`src/psfe_pkg.sv`:
```
// Shared types, constants and helper functions for the prefix/suffix field extractor.
`timescale 1ns / 1ps
`default_nettype none

package psfe_pkg;

    localparam int PATTERN_BYTES = 8;
    localparam int OFFSET_BITS   = 16;

    localparam int PAT_W   = 64;
    localparam int CNT_W   = 4;
    localparam int LEN_W   = 16;
    localparam int IDX_W   = 3;

    localparam logic [LEN_W-1:0] MAX_CONTENT_RESET = 16'hFFFF;

    // configuration register indexes
    localparam logic [IDX_W-1:0] REG_PREFIX_PATTERN = 3'd0;
    localparam logic [IDX_W-1:0] REG_PREFIX_COUNT   = 3'd1;
    localparam logic [IDX_W-1:0] REG_SUFFIX_PATTERN = 3'd2;
    localparam logic [IDX_W-1:0] REG_SUFFIX_COUNT   = 3'd3;
    localparam logic [IDX_W-1:0] REG_MAX_CONTENT    = 3'd4;

    typedef enum logic [1:0] {
        PH_PREFIX  = 2'd0,
        PH_CONTENT = 2'd1,
        PH_DONE    = 2'd2
    } phase_t;

    typedef struct packed {
        logic [PAT_W-1:0] prefix_pattern;
        logic [CNT_W-1:0] prefix_count;
        logic [PAT_W-1:0] suffix_pattern;
        logic [CNT_W-1:0] suffix_count;
        logic [LEN_W-1:0] max_content;
    } cfg_t;

    typedef struct packed {
        logic             emit;
        logic             found;
        logic [LEN_W-1:0] start_offset;
        logic [LEN_W-1:0] content_length;
    } result_t;

    function automatic logic [7:0] pat_byte(logic [PAT_W-1:0] pat, logic [2:0] i);
        return pat[{i, 3'b000} +: 8];
    endfunction

    function automatic logic [CNT_W-1:0] clamp_count(logic [CNT_W-1:0] c);
        logic [CNT_W-1:0] lim;
        lim = CNT_W'(PATTERN_BYTES);
        return (c > lim) ? lim : c;
    endfunction

endpackage

`default_nettype wire

```
`src/psfe_cfg_regs.sv`:
```
// Configuration register file for the field extractor.
`timescale 1ns / 1ps
`default_nettype none

module psfe_cfg_regs
    import psfe_pkg::*;
(
    input  wire logic             clk,
    input  wire logic             rst_n,
    input  wire logic             cfg_valid,
    output logic                  cfg_ready,
    input  wire logic [IDX_W-1:0] cfg_index,
    input  wire logic [PAT_W-1:0] cfg_data,
    output cfg_t                  cfg
);

    cfg_t cfg_reg;

    assign cfg_ready = 1'b1;
    assign cfg       = cfg_reg;

    always_ff @(posedge clk or negedge rst_n)
    begin
        if (!rst_n)
        begin
            cfg_reg.prefix_pattern <= '0;
            cfg_reg.prefix_count   <= '0;
            cfg_reg.suffix_pattern <= '0;
            cfg_reg.suffix_count   <= '0;
            cfg_reg.max_content    <= MAX_CONTENT_RESET;
        end
        else if (cfg_valid)
        begin
            case (cfg_index)
                REG_PREFIX_PATTERN: cfg_reg.prefix_pattern <= cfg_data;
                REG_PREFIX_COUNT:   cfg_reg.prefix_count   <= cfg_data[CNT_W-1:0];
                REG_SUFFIX_PATTERN: cfg_reg.suffix_pattern <= cfg_data;
                REG_SUFFIX_COUNT:   cfg_reg.suffix_count   <= cfg_data[CNT_W-1:0];
                REG_MAX_CONTENT:    cfg_reg.max_content    <= cfg_data[LEN_W-1:0];
                default: ;
            endcase
        end
    end

endmodule

`default_nettype wire

```
`src/psfe_step.sv`:
```
// Per-buffer match state and the single-byte step logic.
`timescale 1ns / 1ps
`default_nettype none

module psfe_step
    import psfe_pkg::*;
(
    input  wire logic       clk,
    input  wire logic       rst_n,
    input  wire cfg_t       cfg,
    input  wire logic       step,
    input  wire logic [7:0] data,
    input  wire logic       last,
    output result_t         res
);

    phase_t                 phase_reg, phase_next, phase_after;
    logic [CNT_W-1:0]       pre_prog_reg, pre_prog_next;
    logic [CNT_W-1:0]       sfx_prog_reg, sfx_prog_next;
    logic [OFFSET_BITS-1:0] pos_reg, pos_next;
    logic [OFFSET_BITS-1:0] start_reg, start_next, start_after;
    logic [LEN_W-1:0]       count_reg, count_next, count_after;

    logic [CNT_W-1:0]       pc, sc;
    logic                   pre_active, pre_skip, pre_consume, pre_match, pre_done_now;
    logic [CNT_W-1:0]       pre_prog_new;
    logic                   content_active, sfx_has, sfx_already, sfx_match, sfx_complete;
    logic [CNT_W-1:0]       sfx_prog_inc;
    logic                   overflow, count_inc, content_emit, content_found, last_emit;
    logic [OFFSET_BITS+LEN_W-1:0] start_wide;

    assign pc = clamp_count(cfg.prefix_count);
    assign sc = clamp_count(cfg.suffix_count);

    assign pre_active   = (phase_reg == PH_PREFIX);
    assign pre_skip     = pre_active && (pre_prog_reg >= pc);
    assign pre_consume  = pre_active && !pre_skip;
    assign pre_match    = (data == pat_byte(cfg.prefix_pattern, pre_prog_reg[2:0]));
    assign pre_prog_new = pre_match ? pre_prog_reg + 1'b1 : '0;
    assign pre_done_now = pre_consume && (pre_prog_new >= pc);

    // a skipped prefix (already matched) lets the same byte go to content
    assign content_active = (phase_reg == PH_CONTENT) || pre_skip;
    assign sfx_has        = (sc != '0);
    assign sfx_already    = sfx_has && (sfx_prog_reg >= sc);
    assign sfx_match      = content_active && sfx_has && !sfx_already
                            && (data == pat_byte(cfg.suffix_pattern, sfx_prog_reg[2:0]));
    assign sfx_prog_inc   = sfx_prog_reg + 1'b1;
    assign sfx_complete   = sfx_match && (sfx_prog_inc >= sc);
    // count + 1 > max  <=>  count >= max
    assign overflow       = (count_reg >= cfg.max_content);
    assign count_inc      = content_active && !sfx_already && !sfx_match && !overflow;
    assign content_emit   = content_active
                            && (sfx_already || sfx_complete || (!sfx_match && overflow));
    assign content_found  = sfx_already || sfx_complete || (!sfx_match && overflow && !sfx_has);

    assign count_after = count_reg + LEN_W'(count_inc);

    always_comb
    begin
        start_after = start_reg;
        if (pre_skip)
            start_after = pos_reg;
        else if (pre_done_now)
            start_after = pos_reg + 1'b1;
    end

    always_comb
    begin
        phase_after = phase_reg;
        if (content_emit)
            phase_after = PH_DONE;
        else if (pre_skip || pre_done_now)
            phase_after = PH_CONTENT;
    end

    assign last_emit = last && !content_emit && (phase_reg != PH_DONE);

    // next state
    always_comb
    begin
        phase_next    = phase_reg;
        pre_prog_next = pre_prog_reg;
        sfx_prog_next = sfx_prog_reg;
        pos_next      = pos_reg;
        start_next    = start_reg;
        count_next    = count_reg;
        if (step)
        begin
            if (last)
            begin
                phase_next    = PH_PREFIX;
                pre_prog_next = '0;
                sfx_prog_next = '0;
                pos_next      = '0;
                start_next    = '0;
                count_next    = '0;
            end
            else
            begin
                phase_next    = phase_after;
                pre_prog_next = pre_consume ? pre_prog_new : pre_prog_reg;
                sfx_prog_next = sfx_match ? sfx_prog_inc : sfx_prog_reg;
                pos_next      = pos_reg + 1'b1;
                start_next    = start_after;
                count_next    = count_after;
            end
        end
    end

    // result outputs
    always_comb
    begin
        start_wide         = {{LEN_W{1'b0}}, start_after};
        res.emit           = step && (content_emit || last_emit);
        res.found          = 1'b0;
        res.start_offset   = start_wide[LEN_W-1:0];
        res.content_length = count_after;
        if (content_emit)
            res.found = content_found;
        else if (phase_after == PH_CONTENT)
            res.found = !sfx_has;
        else
        begin
            res.start_offset   = '0;
            res.content_length = '0;
        end
    end

    always_ff @(posedge clk or negedge rst_n)
    begin
        if (!rst_n)
        begin
            phase_reg    <= PH_PREFIX;
            pre_prog_reg <= '0;
            sfx_prog_reg <= '0;
            pos_reg      <= '0;
            start_reg    <= '0;
            count_reg    <= '0;
        end
        else
        begin
            phase_reg    <= phase_next;
            pre_prog_reg <= pre_prog_next;
            sfx_prog_reg <= sfx_prog_next;
            pos_reg      <= pos_next;
            start_reg    <= start_next;
            count_reg    <= count_next;
        end
    end

endmodule

`default_nettype wire

```
`src/prefix_suffix_field_extractor_unit.sv`:
```
// Prefix/suffix field extractor: input register, step logic, result register.
// Output: out_valid rises once the byte that ends the field has passed the byte register
// and the step logic into the result register. Throughput: one byte per cycle; the byte
// register and result register both advance whenever the result register is empty or being taken.
// Reset (rst_n, async, low): registers to defaults (max_content 65535), prefix search.
`timescale 1ns / 1ps
`default_nettype none

module prefix_suffix_field_extractor_unit
    import psfe_pkg::*;
(
    input  wire logic             clk,
    input  wire logic             rst_n,
    input  wire logic             cfg_valid,
    output logic                  cfg_ready,
    input  wire logic [IDX_W-1:0] cfg_index,
    input  wire logic [PAT_W-1:0] cfg_data,
    input  wire logic             in_valid,
    output logic                  in_ready,
    input  wire logic [7:0]       data_byte,
    input  wire logic             last_byte,
    output logic                  out_valid,
    input  wire logic             out_ready,
    output logic                  found,
    output logic [LEN_W-1:0]      start_offset,
    output logic [LEN_W-1:0]      content_length
);

    cfg_t    cfg;
    result_t res;

    logic             in_valid_reg;
    logic [7:0]       data_reg;
    logic             last_reg;
    logic             advance;

    logic             out_valid_reg;
    logic             found_reg;
    logic [LEN_W-1:0] start_reg;
    logic [LEN_W-1:0] length_reg;

    psfe_cfg_regs u_cfg (
        .clk       (clk),
        .rst_n     (rst_n),
        .cfg_valid (cfg_valid),
        .cfg_ready (cfg_ready),
        .cfg_index (cfg_index),
        .cfg_data  (cfg_data),
        .cfg       (cfg)
    );

    psfe_step u_step (
        .clk   (clk),
        .rst_n (rst_n),
        .cfg   (cfg),
        .step  (advance),
        .data  (data_reg),
        .last  (last_reg),
        .res   (res)
    );

    // the held byte moves on once the result slot is free or being drained
    assign advance  = in_valid_reg && (!out_valid_reg || out_ready);
    assign in_ready = !in_valid_reg || advance;

    always_ff @(posedge clk or negedge rst_n)
    begin
        if (!rst_n)
            in_valid_reg <= 1'b0;
        else if (in_ready)
            in_valid_reg <= in_valid;
    end

    always_ff @(posedge clk)
    begin
        if (in_ready && in_valid)
        begin
            data_reg <= data_byte;
            last_reg <= last_byte;
        end
    end

    always_ff @(posedge clk or negedge rst_n)
    begin
        if (!rst_n)
            out_valid_reg <= 1'b0;
        else if (res.emit)
            out_valid_reg <= 1'b1;
        else if (out_ready)
            out_valid_reg <= 1'b0;
    end

    always_ff @(posedge clk)
    begin
        if (res.emit)
        begin
            found_reg  <= res.found;
            start_reg  <= res.start_offset;
            length_reg <= res.content_length;
        end
    end

    assign out_valid      = out_valid_reg;
    assign found          = found_reg;
    assign start_offset   = start_reg;
    assign content_length = length_reg;

endmodule

`default_nettype wire
```
`config.mk`:
```
export PLATFORM = sky130hd
export DESIGN_NAME = prefix_suffix_field_extractor_unit
export DESIGN_NICKNAME = d
export VERILOG_FILES = /design/src/psfe_pkg.sv /design/src/psfe_cfg_regs.sv /design/src/psfe_step.sv /design/src/prefix_suffix_field_extractor_unit.sv
export SDC_FILE = /design/constraint.sdc
export NUM_CORES = 1
export LEC_CHECK = 0
export ABC_AREA = 1
export BUFFER_PORTS_ARGS = -buffer_cell sky130_fd_sc_hd__buf_4
export CAP_MARGIN = 25
export CORE_UTILIZATION = 55
export DETAILED_ROUTE_END_ITERATION = 10
export GPL_ROUTABILITY_DRIVEN = 0
export GPL_TIMING_DRIVEN = 1
export PLACE_DENSITY_LB_ADDON = 0.12
export SYNTH_ARGS = -nofsm -noshare
export SYNTH_HDL_FRONTEND = slang
export SYNTH_HIERARCHICAL = 1
export SYNTH_SLANG_ARGS = --single-unit
```
`constraint.sdc`:
```
create_clock -name clk -period 8.8 [get_ports clk]
set_input_delay 1.76 -clock clk [delete_from_list [all_inputs] [get_ports clk]]
set_output_delay 1.76 -clock clk [all_outputs]
set_load 0.02 [all_outputs]
```
Yosys cells after proc, flatten, opt, wreduce, memory -nomap -nowiden
Index checks and enable logic that the tools add are counted.
Widths: inputs -> output; s select.
{"block": "classes", "addsub": 4, "magnitude_cmp": 7, "eq_ne": 9, "shift": 2, "mux": 21, "n_reduce_logical": 48}
{"op": "$shiftx 64x7->8", "n": 2}
{"op": "$mux 16", "n": 5}
{"op": "$mux 32", "n": 2}
{"op": "$mux 4", "n": 7}
{"op": "$logic_and 1x1->1", "n": 19}
{"op": "$add 16x1->16", "n": 1}
{"op": "$add 16x1->16 const B", "n": 1}
{"op": "$eq 8x8->1", "n": 2}
{"op": "$ge 16x16->1", "n": 1}
{"op": "$ge 4x4->1", "n": 4}
{"op": "$reduce_and 2->1", "n": 7}
{"op": "$add 4x1->4 const B", "n": 2}
{"op": "$gt 4x4->1 const B", "n": 2}
{"op": "$logic_not 1->1", "n": 8}
{"op": "$logic_or 1x1->1", "n": 8}
{"op": "$eq 3x2->1 const B", "n": 2}
{"op": "$mux 2", "n": 3}
{"op": "$reduce_bool 2->1", "n": 3}
{"op": "$eq 2x1->1 const B", "n": 2}
{"op": "$mux 1", "n": 4}
{"op": "$reduce_bool 4->1", "n": 1}
{"op": "$eq 3x1->1 const B", "n": 1}
{"op": "$eq 3x3->1 const B", "n": 1}
{"op": "$logic_not 3->1", "n": 1}
{"op": "other kinds (2)", "n": 2}
{"block": "totals", "reg_bits": 254, "inputBits": 81, "word_cells": 109}

Logic depth before layout (Yosys ltp)
{"block": "logic_depth", "depth_word": 18, "depth_mapped": 29}

Modules after synthesis
The synthesis kept the hierarchy.
{"mod": "psfe_cfg_regs", "instances": 1, "cells_per_inst": 670, "area_each_um2": 6068.3, "seq_area_each_um2": 3823.7}
{"mod": "psfe_step", "instances": 1, "cells_per_inst": 910, "area_each_um2": 5771.8, "seq_area_each_um2": 1451.4}
{"mod": "prefix_suffix_field_extractor_unit", "instances": 1, "cells_per_inst": 52, "area_each_um2": 1356.3, "seq_area_each_um2": 1311.3}

Worst setup path after synthesis
Ideal clock, no wire load.
{"block": "synth_timing", "path_type": "input-to-reg", "from": "input out_ready", "to": "register length_reg[0] (netlist: content_length[0]) (enable)", "t_arrival_ns": 3.356, "required_ns": 8.412, "setup_slack_ns": 5.056, "stages": 6, "path_buffers": 2, "cell_sequence": "inv_2 > a21boi_0 > clkbuf_1 > clkbuf_1 > nand2_1 > inv_1"}
{"element": "start: declaration", "line": "prefix_suffix_field_extractor_unit.sv:23", "source": "input wire logic out_ready,"}
{"element": "end signal: assignment", "line": "prefix_suffix_field_extractor_unit.sv:99", "source": "length_reg <= res.content_length;"}
{"element": "end: declaration", "line": "prefix_suffix_field_extractor_unit.sv:40", "source": "logic [LEN_W-1:0] length_reg;"}

==> out/results.tsv <==
metric	value	unit
cts_tree	done	
cts_root_buf	clkbuf_16	
rows	56	
final.setup.tns	0	ns
status	finished clean	
h-tree-depth	1	
synthDistinctLibCells	47	
synth_most_common_cell	nand2_1	
initial_core_util	56.2	%
worstPathBufferInverterCount	2	
synthTopCellsByArea	dfrtp_1 (37%), nand2_1 (14%), edfxtp_1 (9.6%)	
max_freq	216	MHz
drtPass1Iterations	6	
io_pins	117	
core	23500	sq um
routed_via_density	5.53	
drc	0	
max_stage_delay	0.86	ns
layout-drive-gt1-share	12.8	%
maxCapViolCount	0	
synth-main-ff-cell	dfrtp_1	
synth_nets	1750	
clock_sinks	254	
yosysSeqAreaShare	49.9	%
required	9.07	ns
setup_viol	0	
relSlewSlack	42.5	%
overflow	0	
cts_buffer_depth	3	
area_growth_syn_to_layout	14.3	%
total_power	3.81	mW
power_density	253	nW/um^2
hold_start	u_cfg/cfg[48]	
crit_start	u_step/pre_prog_reg[1]	
num_vias	11296	
synth_largest_area_cell	dfrtp_1	
portBuffers	115	
postSynthCellCount	1632	
async_flop_share	83.5	%
synth_top_area_share	37.2	%
nets	1822	
worst_slack	4.17	ns
end_kind	flop	
synth-edff-count	42	
fin_skew	0.0154	ns
rsz0062_at_grt	false	
ys.warnings.count	6	
start_kind	flop	
cts_setup_buffers	0	
hpwl	23100	microns
crit_type	flop to flop	
finalHoldViolCount	0	
ir_drop	216	uV
routedWlPerCell	17.0	microns
diodes	0	
rr_startpoint	u_step/pre_prog_reg[1]	
finalCriticalPeriod	4.63	ns
finalCritPeriodShare	52.7	%
largest_register_ffs	152	
dr.first_iter.drc_count	1113	
slowest_stage	dfrtp_1	
tightest_slew	0.863	ns
r2r_setup_slack	4.17	ns
syn_area_per_cell	8.09	sq um
post_cts_resized	0	
final_max_slew_viol_count	0	
hold_path_class	flop to flop	
ant_nets	0	
p_leak	7.50	nW
die_w	157	microns
critPathTopFamily	simple AND/OR/NAND/NOR gates	
clk_pin_slew	0.06	ns
place_ws	3.91	ns
grt_pass1_vias	10667	
grt_antenna_before_repair	0	
grt_max_degree	105	
crit_arrival	4.90	ns
grt_use_total	28.9	%
path_cells	inv_1 -> a21oi_1 -> o21ai_0 -> nand3_1 -> nand2_1 -> xor2_1 -> nand2_1 -> nor3_2 -> nand2_1 -> nor2_1 -> ha_1 -> a21oi_1 -> o211ai_1 -> nand2_1 -> inv_1 -> o21ai_0 -> a21oi_1 -> a21oi_1 -> nor2_1	
numCtsBuffers	27	
ys_ff_latch	254	
grt_pass1_wl	55700	microns
die_area	24600	sq um
drt_wl_total	34700	microns
synthesis.area	13200	sq um
die-height	157	microns
yosys-top-cells-count	nand2_1 (503), nand3_1 (228), dfrtp_1 (196), inv_1 (138), nor2_1 (109)	
clk_latency	0.54	ns
cts_hold_buf	0	
cp_max_fo	28	
## worst paths after layout
check / endpoint / depth (start not counted)
max in group asynchronous: u_step/pre_prog_reg[1] / 2
min in group asynchronous: u_cfg/cfg[42] / 1
hold / removal: u_cfg/cfg[48] / 2
hold reg to reg: u_cfg/cfg[48] / 2
setup / recovery: start_offset[10] / 19
setup reg to reg: start_offset[10] / 19
## cell usage in the layout, fill, tap and decap left out, types with 3 or more instances in the layout
cell       instances
dfrtp_1          196
clkbuf_16         29
o22ai_1           33
nor2_4             3
clkinv_2           4
nand4_1            8
o21ai_2            3
dfstp_2           16
ha_1              37
clkinv_1           3
edfxtp_1          42
inv_4              3
bufinv_16          4
o21ai_1           19
inv_2              5
buf_4            127
o211ai_1           8
nand2_1          502
nor3_1            10
xor2_1            33
nor4_1             4
clkbuf_1           3
nor3_2             4
o21ai_0           85
nand3_1          228
inv_1            138
nor2_1           108
a21oi_1           36
nor2_2             3
clkbuf_8           7
## kinds of logic after synthesis
logic type	after synthesis	synth area share, %
and+or+nand+nor	880	28.2
DFF	254	49.9
buffers and inverters	234	8.14
AOI/OAI and AO/OA	191	7.94
adders and majority gates	37	3.51
xor gates and xnor gates	35	2.32
other	1	0.0284
## cell type report
type	count	area, sq um
Timing Repair Buffer	129	995
Clock buffer	38	820
Sequential cell	254	6590
Multi-Input combinational cell	1144	5550
Inverter	148	561
Fill cell	2051	8390
Tap cell	319	399
Clock inverter	12	173
## routing by layer
layer / track usage [%] / up-vias / wire length [microns]
li1: - / 5460 / -
met1: 42.4 / 5402 / 15900
met2: 44.3 / 381 / 15500
met3: 4.57 / 53 / 2530
met4: 8.26 / 0 / 782
met5: 0 / - / 0
## power breakdown
part | switching [mW] | internal (mW) | total, mW
Sequential | 0.146 | 1.48 | 1.62
Clock | 0.478 | 0.769 | 1.25
Combinational | 0.615 | 0.326 | 0.941
## worst register-to-register path, delay by kind of cell, from the launching register on
family	cells	cell delay (ns)
AND/OR/NAND/NOR	8	1.51
AO/OA/AOI/OAI	7	1.02
flip-flops	1	0.86
buffers and inverters	2	0.60
adder cells (fa/ha/maj)	1	0.26
XOR/XNOR	1	0.15
## stage by stage
step / hold WS (ns) / util, % / std cells / cell area, sq um
6_report: 0.465 / 64.3 / 2044 / 15100
4_1_cts: 0.464 / 64.1 / 2043 / 15100
3_5_place_dp: 0.453 / 59.9 / 1993 / 14100
3_3_place_gp: 0.448 / 59.9 / 1993 / 14100
5_1_grt: 0.488 / 64.3 / 2044 / 15100
2_1_floorplan: 0.437 / - / 1632 / 13200
No activity file was read; power rests on OpenSTA's default activity.
